$ cat config.mk
export PLATFORM = sky130hd
export DESIGN_NAME = msgpack_token_decoder_core_flat
export DESIGN_NICKNAME = d
export VERILOG_FILES = /design/src/sv/mptd_pkg.sv /design/src/sv/mptd_if.sv /design/src/sv/mptd_front.sv /design/src/sv/mptd_queue.sv /design/src/sv/mptd_back.sv /design/src/sv/msgpack_token_decoder_core.sv /design/src/flat_wrapper.sv
export SDC_FILE = /design/constraint.sdc
export NUM_CORES = 1
export LEC_CHECK = 0
export BUFFER_PORTS_ARGS = -buffer_cell sky130_fd_sc_hd__buf_2
export CAP_MARGIN = 20
export CORE_MARGIN = 1
export CORE_UTILIZATION = 62
export DETAILED_ROUTE_END_ITERATION = 10
export PLACE_DENSITY = 0.81
export SLEW_MARGIN = 10
export SYNTH_ARGS = -nofsm -noshare
export SYNTH_HDL_FRONTEND = slang
export SYNTH_SLANG_ARGS = --single-unit
$ cat constraint.sdc
create_clock -name clock -period 9.4 [get_ports clock]
set_input_delay 0.94 -clock clock [delete_from_list [all_inputs] [get_ports clock]]
set_output_delay 0.94 -clock clock [all_outputs]
set_load 0.03 [all_outputs]
$ cat src/sv/mptd_pkg.sv
package mptd_pkg;

   // token kinds
   localparam logic [2:0] KIND_MAP    = 3'd0;
   localparam logic [2:0] KIND_ARRAY  = 3'd1;
   localparam logic [2:0] KIND_STRING = 3'd2;
   localparam logic [2:0] KIND_BIN    = 3'd3;
   localparam logic [2:0] KIND_UINT   = 3'd4;
   localparam logic [2:0] KIND_BOOL   = 3'd5;
   localparam logic [2:0] KIND_DATA   = 3'd6;
   localparam logic [2:0] KIND_ERROR  = 3'd7;

   // error codes
   localparam logic [2:0] ERR_NONE   = 3'd0;
   localparam logic [2:0] ERR_HEADER = 3'd1;
   localparam logic [2:0] ERR_ENDS   = 3'd2;
   localparam logic [2:0] ERR_STRLEN = 3'd3;
   localparam logic [2:0] ERR_BINLEN = 3'd4;

   // header bytes outside the fix* ranges
   localparam logic [7:0] HDR_FALSE  = 8'hC2;
   localparam logic [7:0] HDR_TRUE   = 8'hC3;
   localparam logic [7:0] HDR_BIN8   = 8'hC4;
   localparam logic [7:0] HDR_BIN16  = 8'hC5;
   localparam logic [7:0] HDR_UINT8  = 8'hCC;
   localparam logic [7:0] HDR_UINT16 = 8'hCD;
   localparam logic [7:0] HDR_UINT32 = 8'hCE;
   localparam logic [7:0] HDR_UINT64 = 8'hCF;
   localparam logic [7:0] HDR_STR8   = 8'hD9;
   localparam logic [7:0] HDR_MAP16  = 8'hDE;

   // csr register indexes
   localparam logic CSR_MAX_STRING_LEN = 1'b0;
   localparam logic CSR_MAX_BIN_LEN    = 1'b1;

   localparam int QUEUE_DEPTH = 4;
   localparam int QUEUE_PTR_W = $clog2(QUEUE_DEPTH);
   localparam int QUEUE_CNT_W = $clog2(QUEUE_DEPTH + 1);

   typedef struct packed {
      logic [7:0]  max_string_len;
      logic [15:0] max_bin_len;
   } limits_type;

   // one decoded byte: an optional main result and an optional
   // "ends inside token" error behind it
   typedef struct packed {
      logic        has_main;
      logic [2:0]  kind;
      logic [63:0] value;
      logic [7:0]  data;
      logic [2:0]  err;
      logic        tail_err;
   } entry_type;

endpackage

$ cat src/sv/mptd_if.sv
interface mptd_req_if;
   logic       valid;
   logic       ready;
   logic [7:0] byte_in;
   logic       last_byte;

   modport source (output valid, output byte_in, output last_byte, input ready);
   modport sink   (input valid, input byte_in, input last_byte, output ready);
endinterface

interface mptd_rsp_if;
   logic        valid;
   logic        ready;
   logic [2:0]  token_kind;
   logic [63:0] token_value;
   logic [7:0]  data_byte;
   logic [2:0]  error_code;
   logic        end_of_run;

   modport source (output valid, output token_kind, output token_value,
                   output data_byte, output error_code, output end_of_run,
                   input ready);
   modport sink   (input valid, input token_kind, input token_value,
                   input data_byte, input error_code, input end_of_run,
                   output ready);
endinterface

interface mptd_csr_if;
   logic        valid;
   logic        ready;
   logic        index;
   logic [15:0] data;

   modport source (output valid, output index, output data, input ready);
   modport sink   (input valid, input index, input data, output ready);
endinterface

$ cat src/sv/mptd_front.sv
module mptd_front (
   input  logic                 clock,
   input  logic                 reset,
   mptd_req_if.sink             req,
   input  mptd_pkg::limits_type limits,
   input  logic                 push_ready,
   output logic                 push_valid,
   output mptd_pkg::entry_type  push_entry
);

   typedef enum logic [1:0] {
      PH_HEADER,
      PH_EXTRA,
      PH_PAYLOAD
   } phase_type;

   phase_type   phase_ff, phase_in;
   logic [2:0]  pkind_ff, pkind_in;
   logic [3:0]  left_ff, left_in;
   logic [63:0] accum_ff, accum_in;
   logic [15:0] pay_ff, pay_in;

   logic        accept;
   logic [7:0]  b;
   logic [63:0] accum_shift;
   logic [3:0]  left_dec;
   logic [15:0] pay_dec;
   logic        main_v;
   logic [2:0]  m_kind;
   logic [63:0] m_value;
   logic [7:0]  m_data;
   logic [2:0]  m_err;
   logic        blob_go;
   logic [2:0]  blob_kind;
   logic [15:0] blob_len;
   logic [15:0] blob_limit;
   logic        tail;

   assign accept      = req.valid && push_ready;
   assign req.ready   = push_ready;
   assign b           = req.byte_in;
   assign accum_shift = {accum_ff[55:0], b};
   assign left_dec    = left_ff - {3'b000, left_ff != 4'd0};
   assign pay_dec     = pay_ff - {15'd0, pay_ff != 16'd0};

   always_comb begin
      phase_in   = phase_ff;
      pkind_in   = pkind_ff;
      left_in    = left_ff;
      accum_in   = accum_ff;
      pay_in     = pay_ff;
      main_v     = 1'b0;
      m_kind     = mptd_pkg::KIND_ERROR;
      m_value    = 64'd0;
      m_data     = 8'd0;
      m_err      = mptd_pkg::ERR_NONE;
      blob_go    = 1'b0;
      blob_kind  = mptd_pkg::KIND_STRING;
      blob_len   = 16'd0;
      blob_limit = 16'd0;
      tail       = 1'b0;

      unique case (phase_ff)
         PH_EXTRA: begin
            accum_in = accum_shift;
            left_in  = left_dec;
            if (left_dec == 4'd0) begin
               if (pkind_ff == mptd_pkg::KIND_STRING || pkind_ff == mptd_pkg::KIND_BIN) begin
                  blob_go   = 1'b1;
                  blob_kind = pkind_ff;
                  blob_len  = accum_shift[15:0];
               end else begin
                  main_v  = 1'b1;
                  m_kind  = pkind_ff;
                  m_value = accum_shift;
               end
               phase_in = PH_HEADER;
               pkind_in = 3'd0;
               accum_in = 64'd0;
               pay_in   = 16'd0;
            end
         end
         PH_PAYLOAD: begin
            main_v = 1'b1;
            m_kind = mptd_pkg::KIND_DATA;
            m_data = b;
            pay_in = pay_dec;
            if (pay_dec == 16'd0) begin
               phase_in = PH_HEADER;
               pkind_in = 3'd0;
               left_in  = 4'd0;
               accum_in = 64'd0;
            end
         end
         default: begin
            if (!b[7]) begin
               main_v  = 1'b1;
               m_kind  = mptd_pkg::KIND_UINT;
               m_value = {57'd0, b[6:0]};
            end else if (b[7:4] == 4'h8) begin
               main_v  = 1'b1;
               m_kind  = mptd_pkg::KIND_MAP;
               m_value = {60'd0, b[3:0]};
            end else if (b[7:4] == 4'h9) begin
               main_v  = 1'b1;
               m_kind  = mptd_pkg::KIND_ARRAY;
               m_value = {60'd0, b[3:0]};
            end else if (b[7:5] == 3'b101) begin
               blob_go   = 1'b1;
               blob_kind = mptd_pkg::KIND_STRING;
               blob_len  = {11'd0, b[4:0]};
            end else begin
               case (b)
                  mptd_pkg::HDR_FALSE: begin
                     main_v = 1'b1;
                     m_kind = mptd_pkg::KIND_BOOL;
                  end
                  mptd_pkg::HDR_TRUE: begin
                     main_v  = 1'b1;
                     m_kind  = mptd_pkg::KIND_BOOL;
                     m_value = 64'd1;
                  end
                  mptd_pkg::HDR_BIN8: begin
                     phase_in = PH_EXTRA; pkind_in = mptd_pkg::KIND_BIN; left_in = 4'd1;
                  end
                  mptd_pkg::HDR_BIN16: begin
                     phase_in = PH_EXTRA; pkind_in = mptd_pkg::KIND_BIN; left_in = 4'd2;
                  end
                  mptd_pkg::HDR_UINT8: begin
                     phase_in = PH_EXTRA; pkind_in = mptd_pkg::KIND_UINT; left_in = 4'd1;
                  end
                  mptd_pkg::HDR_UINT16: begin
                     phase_in = PH_EXTRA; pkind_in = mptd_pkg::KIND_UINT; left_in = 4'd2;
                  end
                  mptd_pkg::HDR_UINT32: begin
                     phase_in = PH_EXTRA; pkind_in = mptd_pkg::KIND_UINT; left_in = 4'd4;
                  end
                  mptd_pkg::HDR_UINT64: begin
                     phase_in = PH_EXTRA; pkind_in = mptd_pkg::KIND_UINT; left_in = 4'd8;
                  end
                  mptd_pkg::HDR_STR8: begin
                     phase_in = PH_EXTRA; pkind_in = mptd_pkg::KIND_STRING; left_in = 4'd1;
                  end
                  mptd_pkg::HDR_MAP16: begin
                     phase_in = PH_EXTRA; pkind_in = mptd_pkg::KIND_MAP; left_in = 4'd2;
                  end
                  default: begin
                     main_v = 1'b1;
                     m_kind = mptd_pkg::KIND_ERROR;
                     m_err  = mptd_pkg::ERR_HEADER;
                     m_data = b;
                  end
               endcase
               accum_in = 64'd0;
            end
         end
      endcase

      // string/bin header: length check, then payload phase if it passes and is non-empty
      if (blob_go) begin
         blob_limit = (blob_kind == mptd_pkg::KIND_STRING) ?
                      {8'd0, limits.max_string_len} : limits.max_bin_len;
         main_v   = 1'b1;
         phase_in = PH_HEADER;
         pkind_in = 3'd0;
         left_in  = 4'd0;
         accum_in = 64'd0;
         pay_in   = 16'd0;
         if (blob_len > blob_limit) begin
            m_kind = mptd_pkg::KIND_ERROR;
            m_err  = (blob_kind == mptd_pkg::KIND_STRING) ?
                     mptd_pkg::ERR_STRLEN : mptd_pkg::ERR_BINLEN;
         end else begin
            m_kind  = blob_kind;
            m_value = {48'd0, blob_len};
            if (blob_len != 16'd0) begin
               phase_in = PH_PAYLOAD;
               pay_in   = blob_len;
            end
         end
      end

      // bad header drops back to a clean header phase
      if (main_v && m_kind == mptd_pkg::KIND_ERROR) begin
         phase_in = PH_HEADER;
         pkind_in = 3'd0;
         left_in  = 4'd0;
         accum_in = 64'd0;
         pay_in   = 16'd0;
      end

      // buffer ended mid-token
      if (req.last_byte && phase_in != PH_HEADER) begin
         tail     = 1'b1;
         phase_in = PH_HEADER;
         pkind_in = 3'd0;
         left_in  = 4'd0;
         accum_in = 64'd0;
         pay_in   = 16'd0;
      end
   end

   assign push_valid          = accept && (main_v || tail);
   assign push_entry.has_main = main_v;
   assign push_entry.kind     = m_kind;
   assign push_entry.value    = m_value;
   assign push_entry.data     = m_data;
   assign push_entry.err      = m_err;
   assign push_entry.tail_err = tail;

   always_ff @(posedge clock) begin
      if (reset) begin
         phase_ff <= PH_HEADER;
         pkind_ff <= 3'd0;
         left_ff  <= 4'd0;
         accum_ff <= 64'd0;
         pay_ff   <= 16'd0;
      end else if (accept) begin
         phase_ff <= phase_in;
         pkind_ff <= pkind_in;
         left_ff  <= left_in;
         accum_ff <= accum_in;
         pay_ff   <= pay_in;
      end
   end

endmodule

$ cat src/sv/mptd_queue.sv
module mptd_queue (
   input  logic                clock,
   input  logic                reset,
   input  logic                push_valid,
   input  mptd_pkg::entry_type push_entry,
   output logic                push_ready,
   input  logic                pop,
   output logic                head_valid,
   output mptd_pkg::entry_type head
);

   mptd_pkg::entry_type                 store_ff [mptd_pkg::QUEUE_DEPTH];
   logic [mptd_pkg::QUEUE_PTR_W-1:0]    wr_ptr_ff, wr_ptr_in;
   logic [mptd_pkg::QUEUE_PTR_W-1:0]    rd_ptr_ff, rd_ptr_in;
   logic [mptd_pkg::QUEUE_CNT_W-1:0]    count_ff, count_in;
   logic                                do_push;
   logic                                do_pop;

   assign push_ready = count_ff != mptd_pkg::QUEUE_CNT_W'(mptd_pkg::QUEUE_DEPTH);
   assign head_valid = count_ff != '0;
   assign head       = store_ff[rd_ptr_ff];
   assign do_push    = push_valid && push_ready;
   assign do_pop     = pop && head_valid;

   always_comb begin
      wr_ptr_in = do_push ? wr_ptr_ff + 1'b1 : wr_ptr_ff;
      rd_ptr_in = do_pop  ? rd_ptr_ff + 1'b1 : rd_ptr_ff;
      count_in  = count_ff;
      if (do_push && !do_pop) begin
         count_in = count_ff + 1'b1;
      end else if (!do_push && do_pop) begin
         count_in = count_ff - 1'b1;
      end
   end

   always_ff @(posedge clock) begin
      if (reset) begin
         wr_ptr_ff <= '0;
         rd_ptr_ff <= '0;
         count_ff  <= '0;
      end else begin
         wr_ptr_ff <= wr_ptr_in;
         rd_ptr_ff <= rd_ptr_in;
         count_ff  <= count_in;
      end
   end

   always_ff @(posedge clock) begin
      if (do_push) begin
         store_ff[wr_ptr_ff] <= push_entry;
      end
   end

endmodule

$ cat src/sv/mptd_back.sv
module mptd_back (
   input  logic                clock,
   input  logic                reset,
   input  logic                head_valid,
   input  mptd_pkg::entry_type head,
   output logic                pop,
   mptd_rsp_if.source          rsp
);

   logic        valid_ff, valid_in;
   logic        sub_ff, sub_in;   // main result of head already sent
   logic [2:0]  kind_ff, kind_in;
   logic [63:0] value_ff, value_in;
   logic [7:0]  data_ff, data_in;
   logic [2:0]  err_ff, err_in;
   logic        eor_ff, eor_in;
   logic        load;

   assign load = !valid_ff || rsp.ready;

   always_comb begin
      pop      = 1'b0;
      sub_in   = sub_ff;
      valid_in = valid_ff && !rsp.ready;
      kind_in  = kind_ff;
      value_in = value_ff;
      data_in  = data_ff;
      err_in   = err_ff;
      eor_in   = eor_ff;
      if (load && head_valid) begin
         valid_in = 1'b1;
         if (head.has_main && !sub_ff) begin
            kind_in  = head.kind;
            value_in = head.value;
            data_in  = head.data;
            err_in   = head.err;
            eor_in   = !head.tail_err;
            if (head.tail_err) begin
               sub_in = 1'b1;
            end else begin
               pop = 1'b1;
            end
         end else begin
            kind_in  = mptd_pkg::KIND_ERROR;
            value_in = 64'd0;
            data_in  = 8'd0;
            err_in   = mptd_pkg::ERR_ENDS;
            eor_in   = 1'b1;
            pop      = 1'b1;
            sub_in   = 1'b0;
         end
      end
   end

   always_ff @(posedge clock) begin
      if (reset) begin
         valid_ff <= 1'b0;
         sub_ff   <= 1'b0;
      end else begin
         valid_ff <= valid_in;
         sub_ff   <= sub_in;
      end
   end

   always_ff @(posedge clock) begin
      kind_ff  <= kind_in;
      value_ff <= value_in;
      data_ff  <= data_in;
      err_ff   <= err_in;
      eor_ff   <= eor_in;
   end

   assign rsp.valid       = valid_ff;
   assign rsp.token_kind  = kind_ff;
   assign rsp.token_value = value_ff;
   assign rsp.data_byte   = data_ff;
   assign rsp.error_code  = err_ff;
   assign rsp.end_of_run  = eor_ff;

endmodule

$ cat src/sv/msgpack_token_decoder_core.sv
// Streaming MessagePack token decoder.
// req_chan: one stream byte per item plus a last_byte flag on the buffer's
//   final byte. rsp_chan: one token per item (header tokens, payload bytes,
//   error tokens); end_of_run marks the last token a given byte caused.
// csr_chan: index 0 writes max_string_len (data[7:0]), index 1 writes
//   max_bin_len (data[15:0]); csr_ready is always high. Write only while idle.
// A byte's first token is written into the queue by the front decode, then
//   loaded into the output register, which drives rsp_chan.
// Throughput: one byte per cycle while the queue has room. Each byte makes
//   at most two tokens; the second (stream ends inside a token) needs an
//   extra output slot, absorbed by the 4-entry queue between front and back.
// Reset: parser returns to waiting for a header byte, queue and output
//   register empty, limits back to 255 and 65535. No clearing pass.
// Back-pressure: when rsp_ready is low the output register holds its token;
//   the queue fills and req_ready drops only once all four entries are taken.
module msgpack_token_decoder_core (
   input  logic       clock,
   input  logic       reset,
   mptd_req_if.sink   req_chan,
   mptd_rsp_if.source rsp_chan,
   mptd_csr_if.sink   csr_chan
);

   mptd_pkg::limits_type limits_ff, limits_in;
   mptd_pkg::entry_type  push_entry;
   mptd_pkg::entry_type  head;
   logic                 push_valid;
   logic                 push_ready;
   logic                 head_valid;
   logic                 pop;

   // config registers; writes always accepted
   assign csr_chan.ready = 1'b1;

   always_comb begin
      limits_in = limits_ff;
      if (csr_chan.valid) begin
         case (csr_chan.index)
            mptd_pkg::CSR_MAX_STRING_LEN: limits_in.max_string_len = csr_chan.data[7:0];
            mptd_pkg::CSR_MAX_BIN_LEN:    limits_in.max_bin_len    = csr_chan.data;
            default:                      limits_in = limits_ff;
         endcase
      end
   end

   always_ff @(posedge clock) begin
      if (reset) begin
         limits_ff.max_string_len <= 8'hFF;
         limits_ff.max_bin_len    <= 16'hFFFF;
      end else begin
         limits_ff <= limits_in;
      end
   end

   // front: byte-at-a-time parser
   mptd_front u_front (
      .clock      (clock),
      .reset      (reset),
      .req        (req_chan),
      .limits     (limits_ff),
      .push_ready (push_ready),
      .push_valid (push_valid),
      .push_entry (push_entry)
   );

   // decoupling queue
   mptd_queue u_queue (
      .clock      (clock),
      .reset      (reset),
      .push_valid (push_valid),
      .push_entry (push_entry),
      .push_ready (push_ready),
      .pop        (pop),
      .head_valid (head_valid),
      .head       (head)
   );

   // back: splits entries into tokens, drives the output register
   mptd_back u_back (
      .clock      (clock),
      .reset      (reset),
      .head_valid (head_valid),
      .head       (head),
      .pop        (pop),
      .rsp        (rsp_chan)
   );

endmodule

$ cat src/flat_wrapper.sv
// flat-port wrapper written by rule: the top's interface ports become plain ports
module msgpack_token_decoder_core_flat 
  (clock, reset, req_chan_valid, req_chan_byte_in, req_chan_last_byte, req_chan_ready, rsp_chan_valid, rsp_chan_token_kind, rsp_chan_token_value, rsp_chan_data_byte, rsp_chan_error_code, rsp_chan_end_of_run, rsp_chan_ready, csr_chan_valid, csr_chan_index, csr_chan_data, csr_chan_ready);
  mptd_req_if req_chan_i ();
  mptd_rsp_if rsp_chan_i ();
  mptd_csr_if csr_chan_i ();
  input  logic clock;
  input  logic reset;
  input wire logic [$bits(req_chan_i.valid)-1:0] req_chan_valid;
  input wire logic [$bits(req_chan_i.byte_in)-1:0] req_chan_byte_in;
  input wire logic [$bits(req_chan_i.last_byte)-1:0] req_chan_last_byte;
  output wire logic [$bits(req_chan_i.ready)-1:0] req_chan_ready;
  output wire logic [$bits(rsp_chan_i.valid)-1:0] rsp_chan_valid;
  output wire logic [$bits(rsp_chan_i.token_kind)-1:0] rsp_chan_token_kind;
  output wire logic [$bits(rsp_chan_i.token_value)-1:0] rsp_chan_token_value;
  output wire logic [$bits(rsp_chan_i.data_byte)-1:0] rsp_chan_data_byte;
  output wire logic [$bits(rsp_chan_i.error_code)-1:0] rsp_chan_error_code;
  output wire logic [$bits(rsp_chan_i.end_of_run)-1:0] rsp_chan_end_of_run;
  input wire logic [$bits(rsp_chan_i.ready)-1:0] rsp_chan_ready;
  input wire logic [$bits(csr_chan_i.valid)-1:0] csr_chan_valid;
  input wire logic [$bits(csr_chan_i.index)-1:0] csr_chan_index;
  input wire logic [$bits(csr_chan_i.data)-1:0] csr_chan_data;
  output wire logic [$bits(csr_chan_i.ready)-1:0] csr_chan_ready;
  assign req_chan_i.valid = req_chan_valid;
  assign req_chan_i.byte_in = req_chan_byte_in;
  assign req_chan_i.last_byte = req_chan_last_byte;
  assign req_chan_ready = req_chan_i.ready;
  assign rsp_chan_valid = rsp_chan_i.valid;
  assign rsp_chan_token_kind = rsp_chan_i.token_kind;
  assign rsp_chan_token_value = rsp_chan_i.token_value;
  assign rsp_chan_data_byte = rsp_chan_i.data_byte;
  assign rsp_chan_error_code = rsp_chan_i.error_code;
  assign rsp_chan_end_of_run = rsp_chan_i.end_of_run;
  assign rsp_chan_i.ready = rsp_chan_ready;
  assign csr_chan_i.valid = csr_chan_valid;
  assign csr_chan_i.index = csr_chan_index;
  assign csr_chan_i.data = csr_chan_data;
  assign csr_chan_ready = csr_chan_i.ready;
  msgpack_token_decoder_core u_core (.clock(clock), .reset(reset), .req_chan(req_chan_i), .rsp_chan(rsp_chan_i), .csr_chan(csr_chan_i));
endmodule
# Word level (Yosys, flattened, before mapping)

Memory sizes are Yosys's and may differ from the RTL's. A register that Yosys moved wholly into a read port is not among the register bits.
Cells that the tools add are included.

Register bits: 193
RAM bits: 320
Output and inout port bits: 82
Word-level logic and storage cells: 225
Memories: 1

Memories:

| name                    | words | bits a word | rd ports | clocked after memory_dff | write ports | RTL line         | source |
|---|---|---|---|---|---|---|---|
| u_core.u_queue.store_ff | 4     | 80          | 1        | 1                        | 1           | mptd_queue.sv:12 | `mptd_pkg::entry_type store_ff [mptd_pkg::QUEUE_DEPTH];` |

Add/subtract/negate cells: 6
$lt $le $gt $ge: 1
Equal/unequal tests: 26
Mux-type cells: 126
Bitwise logic cells: 1
Reductions and logical operators: 47

Operators with widths:

| cell               | number |
|---|---|
| $mux 56            | 9 |
| $mux 64            | 4 |
| $mux 16            | 9 |
| $pmux 64 s2        | 1 |
| $pmux 56 s2        | 1 |
| $eq 8x8->1 const B | 10 |
| $mux 3             | 24 |
| $pmux 16 s2        | 2 |
| $mux 4             | 10 |
| $mux 8             | 5 |
| $mux 2             | 16 |
| $reduce_bool 16->1 | 2 |
| $mux 1             | 31 |
| $mux 5             | 4 |
| $ne 6x2->1 const B | 3 |
| $reduce_bool 9->1  | 2 |
| $gt 16x16->1       | 1 |
| $logic_not 16->1   | 1 |
| $pmux 4 s4         | 1 |
| $pmux 8 s2         | 1 |
| $sub 16x1->16      | 1 |
| $pmux 3 s2         | 2 |
| $pmux 3 s4         | 1 |
| $logic_and 1x1->1  | 11 |
| 35 further kinds   | 55 |

# Depth between registers and ports, before layout

Depth in word-level cells: 23
Gate-level depth with buffers: 24

# Modules after synthesis

From an unflattened synthesis, not the netlist that was laid out.

Cell total of the unflattened synthesis: 1440
Area, all modules: 21743.4 µm²

By module, submodules not included:

| module                     | times used | cells an instance | area an instance (µm²) | seq. area each (µm²) |
|---|---|---|---|---|
| mptd_queue                 | 1          | 466               | 12091.6                | 9789.4 |
| mptd_front                 | 1          | 699               | 5661.7                 | 1621.6 |
| mptd_back                  | 1          | 179               | 3021.6                 | 2412.3 |
| msgpack_token_decoder_core | 1          | 96                | 968.4                  | 480.5 |

# Worst setup path after synthesis

Ideal clock, no wire load.

Path kind: in2reg
Start: input rsp_chan_ready
End: register u_core.u_queue.count_ff[2] in the netlist's numbering
Library setup time: 0.070 ns
Data arrival time: 6.673 ns
Required time: 9.330 ns
Path slack: 2.657 ns
Stages: 9
Path buffers: 0
Path through: inv_1 > a21oi_1 > nand2_1 > ha_1 > inv_1 > fa_1 > xor2_1 > or3_1 > a21oi_1

Cells in the longest elaborated chain, start to end: 7
Elaborated cells on any way between the ends: 9

Ends and longest elaborated chain:

| what                                        | RTL line           | source |
|---|---|---|
| from (decl)                                 | flat_wrapper.sv:19 | `input wire logic [$bits(rsp_chan_i.ready)-1:0] rsp_chan_ready;` |
| $logic_or 1x1->1 *                          | mptd_back.sv:19    | `assign load = !valid_ff \|\| rsp.ready;` |
| $logic_and 1x1->1 *                         | mptd_back.sv:30    | `if (load && head_valid) begin` |
| $mux 1 *                                    | mptd_back.sv:30    |  |
| $logic_and 1x1->1 *                         | mptd_queue.sv:23   | `assign do_pop = pop && head_valid;` |
| $logic_not 1->1                             | mptd_queue.sv:29   | `if (do_push && !do_pop) begin` |
| $logic_and 1x1->1                           | mptd_queue.sv:29   |  |
| $mux 3 or $reduce_bool 2->1 (tied branches) | --                 |  |
| to (signal assigned)                        | mptd_queue.sv:44   | `count_ff <= count_in;` |
| to (decl)                                   | mptd_queue.sv:15   | `logic [mptd_pkg::QUEUE_CNT_W-1:0] count_ff, count_in;` |

Mark *: on every way between the ends. The rest lies on a longest branch, timed or not.
A chain may end at the register's enable or synchronous reset.

# Worst setup path in the final report

Start: register u_core.u_front.left_ff[1]
End: memory u_core.u_queue.store_ff[0][63] in the netlist's numbering, enable pin

Cells in the longest elaborated chain, start to end: 21
Elaborated cells on any way between the ends: 36

Ends and longest elaborated chain:

| what                             | RTL line          | source |
|---|---|---|
| from (decl)                      | mptd_front.sv:19  | `logic [3:0] left_ff, left_in;` |
| from (signal assigned)           | mptd_front.sv:221 | `left_ff <= left_in;` |
| $reduce_bool 4->1                | mptd_front.sv:43  | `assign left_dec = left_ff - {3'b000, left_ff != 4'd0};` |
| $sub 4x1->4 *                    | mptd_front.sv:43  |  |
| $logic_not 4->1 *                | mptd_front.sv:67  | `if (left_dec == 4'd0) begin` |
| $mux 3                           | mptd_front.sv:67  |  |
| $mux 3                           | --                |  |
| $eq 3x2->1                       | mptd_front.sv:161 | `blob_limit = (blob_kind == mptd_pkg::KIND_STRING) ?` |
| $mux 16                          | mptd_front.sv:161 |  |
| $gt 16x16->1                     | mptd_front.sv:169 | `if (blob_len > blob_limit) begin` |
| [... 6 more ...]                 | --                |  |
| $logic_and 1x1->1                | mptd_front.sv:193 | `if (req.last_byte && phase_in != PH_HEADER) begin` |
| $mux 1                           | mptd_front.sv:193 |  |
| $logic_or 1x1->1 *               | mptd_front.sv:203 | `assign push_valid = accept && (main_v \|\| tail);` |
| $logic_and 1x1->1 *              | mptd_front.sv:203 |  |
| $logic_and 1x1->1 *              | mptd_queue.sv:22  | `assign do_push = push_valid && push_ready;` |
| named net u_core.u_queue.do_push | mptd_queue.sv:16  | `logic do_push;` |
| $mux 1 *                         | mptd_queue.sv:49  | `if (do_push) begin` |
| $mux 1 (not written as such) *   | mptd_queue.sv:50  | `store_ff[wr_ptr_ff] <= push_entry;` |
| to (decl)                        | mptd_queue.sv:12  |  |

The timed path passes the listed nets; every way through them passes the cells marked *.

==> metrics.txt <==
Routed Antenna Nets 0; CP Class reg -> reg; hold buffers post-CTS 0; dpl cells ~2k; reg2reg start u_core.u_front.left_ff[1]; fin. max-slew vios 0; post_cts resized 0; worst hold path type reg -> reg; Worst VDD drop around 0.00029 V; setup TNS 0 ns; Yosys top cell area share between 50% and 60%; global-route wire length before repair approximately 73000 um; H-tree levels 2; Synth area leader edfxtp_1; die area 35200 sq um; HPWL Detailed 27600 um; Combinational Power Share between 20 and 25%; Max Cap Viol 0; Critical Path AT 6.58 ns; RSZ-0062 raised after global routing false; Seq cells post-synth 515; warnings from Yosys 0; Hold Path Depth 2; routed via count 12.9k; drt wl/cell between 20 and 25 um; clk buf depth 3; Top Ports around 110; number of flops mapped to enable cells by yosys 399; Die W about 190 um; Rel. slew slack a little under 30%; final setup fails 0; static leakage around 8.4 nW; Worst setup EP type flop; Pwr Total roughly 0.0066 W; post-synth net total 1555; Worst Clk Skew 0.0133 ns; Mapped Area roughly 21000 sq um; NetSw 0.00200 W; Clock transition at path regs around 0.06 ns; drt drc 0; Req. time, crit path 9.61 ns; Core Box Area approximately 34000 sq um; Area Overhead vs Synth 11.6%; Rows 67; Hold Vio Cnt, Final 0; commonest non-fill, non-tap cell in the layout edfxtp_1; die height approximately 190 um; status complete, no violations; worst-margin pin slew between 1 and 1.5 ns; reg-to-reg slack, setup around 3.0 ns; Post-synth top flop edfxtp_1; switch share 30.4%; count of mapped cells out of synthesis 1496; total wire length approximately 47000 um; minimum clock period 6.37 ns; TritonCTS buffer count 49; Initial Utilization between 60% and 70%; Worst-Skew Late Latency ~0.57 ns; Synth area leaders edfxtp_1 56%, dfxtp_1 11%, mux4_2 8.4%; clock sink count between 500 and 600; Post-CTS Setup Bufs 0; drt initial violations about 1.4k; worst hold start u_core.u_front.accum_ff[54]; initial antenna violation count 1; startpoint types flop; Root Driver clkbuf_16; crit path max fanout 56; first-pass detailed-route iteration total 5; DR vias/cell 6.25; P_int 0.00458 W; Power per Cell Area ~280 nW/um^2; number of global-route vias before repair approximately 13k; Congestion Overflow GR 0; share of layout cells above drive strength 1 approximately a fifth; Final Cycle Share between 60% and 70%; sequential fraction of design power between 40% and 50%; pin count of the biggest net entering global routing 82; asr flop ratio synth 0%; number of buffers added on ports roughly 110; clock share of power between 20 and 30%; Max Clk Rate 157 MHz; post-synthesis sequential area ratio ~67%; Distinct cells, synth 76; syn avg cell area roughly 14 sq um; nets@finish 1639; total track usage a little over a quarter; global placer's final weighted congestion about 0.92; Hold Path Sink u_core.u_front.accum_ff[54]; CTS tree yes; number of cells on the worst reg-to-reg path 18; commonest non-fill, non-tap cells in the layout 399 x edfxtp_1, 137 x nand2_1, 114 x dfxtp_1; reg-to-reg endpoint u_core.u_queue.store_ff[0][63]; Finished Layout Cells 2069
-- cell type report --
cell class                      count  area (sq um)
Antenna cell                        1          2.50
Clock buffer                       77          1430
Clock inverter                     14           125
Fill cell                        2168          9830
Inverter                           22          82.6
Multi-Input combinational cell    863          6640
Sequential cell                   515         14300
Tap cell                          448           561
Timing Repair Buffer              129           711
-- cells in the mapped netlist (all sizes together) (2+ instances only) --
cell,n
a211o,3
a211oi,3
a21o,7
a21oi,78
a221o,5
a22o,13
a41oi,2
and2,79
and3,3
buf,29
clkbuf,67
dfxtp,116
edfxtp,399
ha,27
inv,22
mux2i,18
mux4,80
nand2,137
nand2b,8
nand3,99
nand4,6
nand4b,2
nor2,39
nor2b,94
nor3,19
nor3b,8
nor4,15
o211ai,4
o21ai,25
o22ai,3
o2bb2ai,6
o311ai,5
o31a,3
o31ai,5
o41ai,2
or2,7
or3,9
or3b,2
or4,8
xnor2,12
xor2,7
-- power by group through the flow --
stage / sequential [W] / combinational (W) / clock (W)
6_report: 0.00306 / 0.00162 / 0.00190
5_1_grt: 0.00309 / 0.00172 / 0.00201
4_1_cts: 0.00307 / 0.00162 / 0.00192
3_5_place_dp: 0.00311 / 0.00161 / 0
3_3_place_gp: 0.00309 / 0.00158 / 0
2_1_floorplan: 0.00344 / 0.000841 / 0
-- metrics by stage --
step	hold slack [ns]	setup WS, ns	instance area, sq um	util (%)
after global placement	0.435	3.03	22300	66.1
final	0.459	3.03	23900	70.8
after CTS	0.457	3.06	23800	70.7
after global routing	0.488	2.56	23900	70.8
after detailed placement	0.450	3.13	22300	66.1
after floorplan	0.427	2.66	21400	-
-- sequential cells by signal, indices dropped and copies added, names as in the netlist, 3 cells and up, named ones only --
register,cells
u_core.u_queue.store_ff,320
u_core.u_back.rsp.token_value,64
u_core.u_front.accum_ff,56
u_core.limits_ff,24
u_core.u_front.pay_ff,16
u_core.u_back.rsp.data_byte,8
u_core.u_front.left_ff,4
u_core.u_back.rsp.error_code,3
u_core.u_back.rsp.token_kind,3
u_core.u_front.pkind_ff,3
u_core.u_queue.count_ff,3
-- worst max-delay path by stage --
stage	cells past startpoint	startpoint	slack, ns	end
after floorplan	9	rsp_chan_ready	2.66	u_core.u_queue.count_ff[2]
after global placement	17	u_core.u_front.left_ff[1]	3.03	u_core.u_queue.store_ff[1][24]
after detailed placement	18	u_core.u_front.left_ff[1]	3.13	u_core.u_queue.store_ff[0][60]
after CTS	18	u_core.u_front.left_ff[1]	3.06	u_core.u_queue.store_ff[0][72]
after global routing	18	u_core.u_front.left_ff[1]	2.56	u_core.u_queue.store_ff[0][77]
final	18	u_core.u_front.left_ff[1]	3.03	u_core.u_queue.store_ff[0][63]
-- layer usage --
layer / vias up / global-route usage [%] / part of all wire (%)
met5: - / 0 / 0
met4: 0 / 8.26 / 2.1
met3: 76 / 3.50 / 6.4
met1: 6550 / 37.4 / 41
li1: 5788 / - / -
met2: 515 / 45.3 / 50
-- worst max-delay path, cell delays in order (launching register included) --
cell and delay (ns):
dfxtp_1 0.33, or4_1 0.53, ha_1 0.21, ha_1 0.19, xnor2_1 0.21, and3_1 0.25, nand2_1 0.20, nor2_1 0.65
nand2_1 0.15, ha_1 0.33, a21o_1 0.19, nand3_1 0.07, a21oi_1 0.06, nor4_1 0.41, o21a_1 0.25, nand2_1 0.13
a41oi_2 0.45, and2_4 0.84, buf_4 0.52
-- cell families after synthesis --
| family | Yosys count | synth area share, % |
|---|---|---|
| and+or+nand+nor | 540 | 13.5 |
| DFF | 515 | 66.9 |
| AOI/OAI and AO/OA | 177 | 5.56 |
| buffers and inverters | 118 | 2.29 |
| muxes | 98 | 9.27 |
| adders and majority gates | 28 | 1.67 |
| xor gates and xnor gates | 19 | 0.813 |
| other | 1 | 0.0175 |
(Power assumes the default switching activity.)
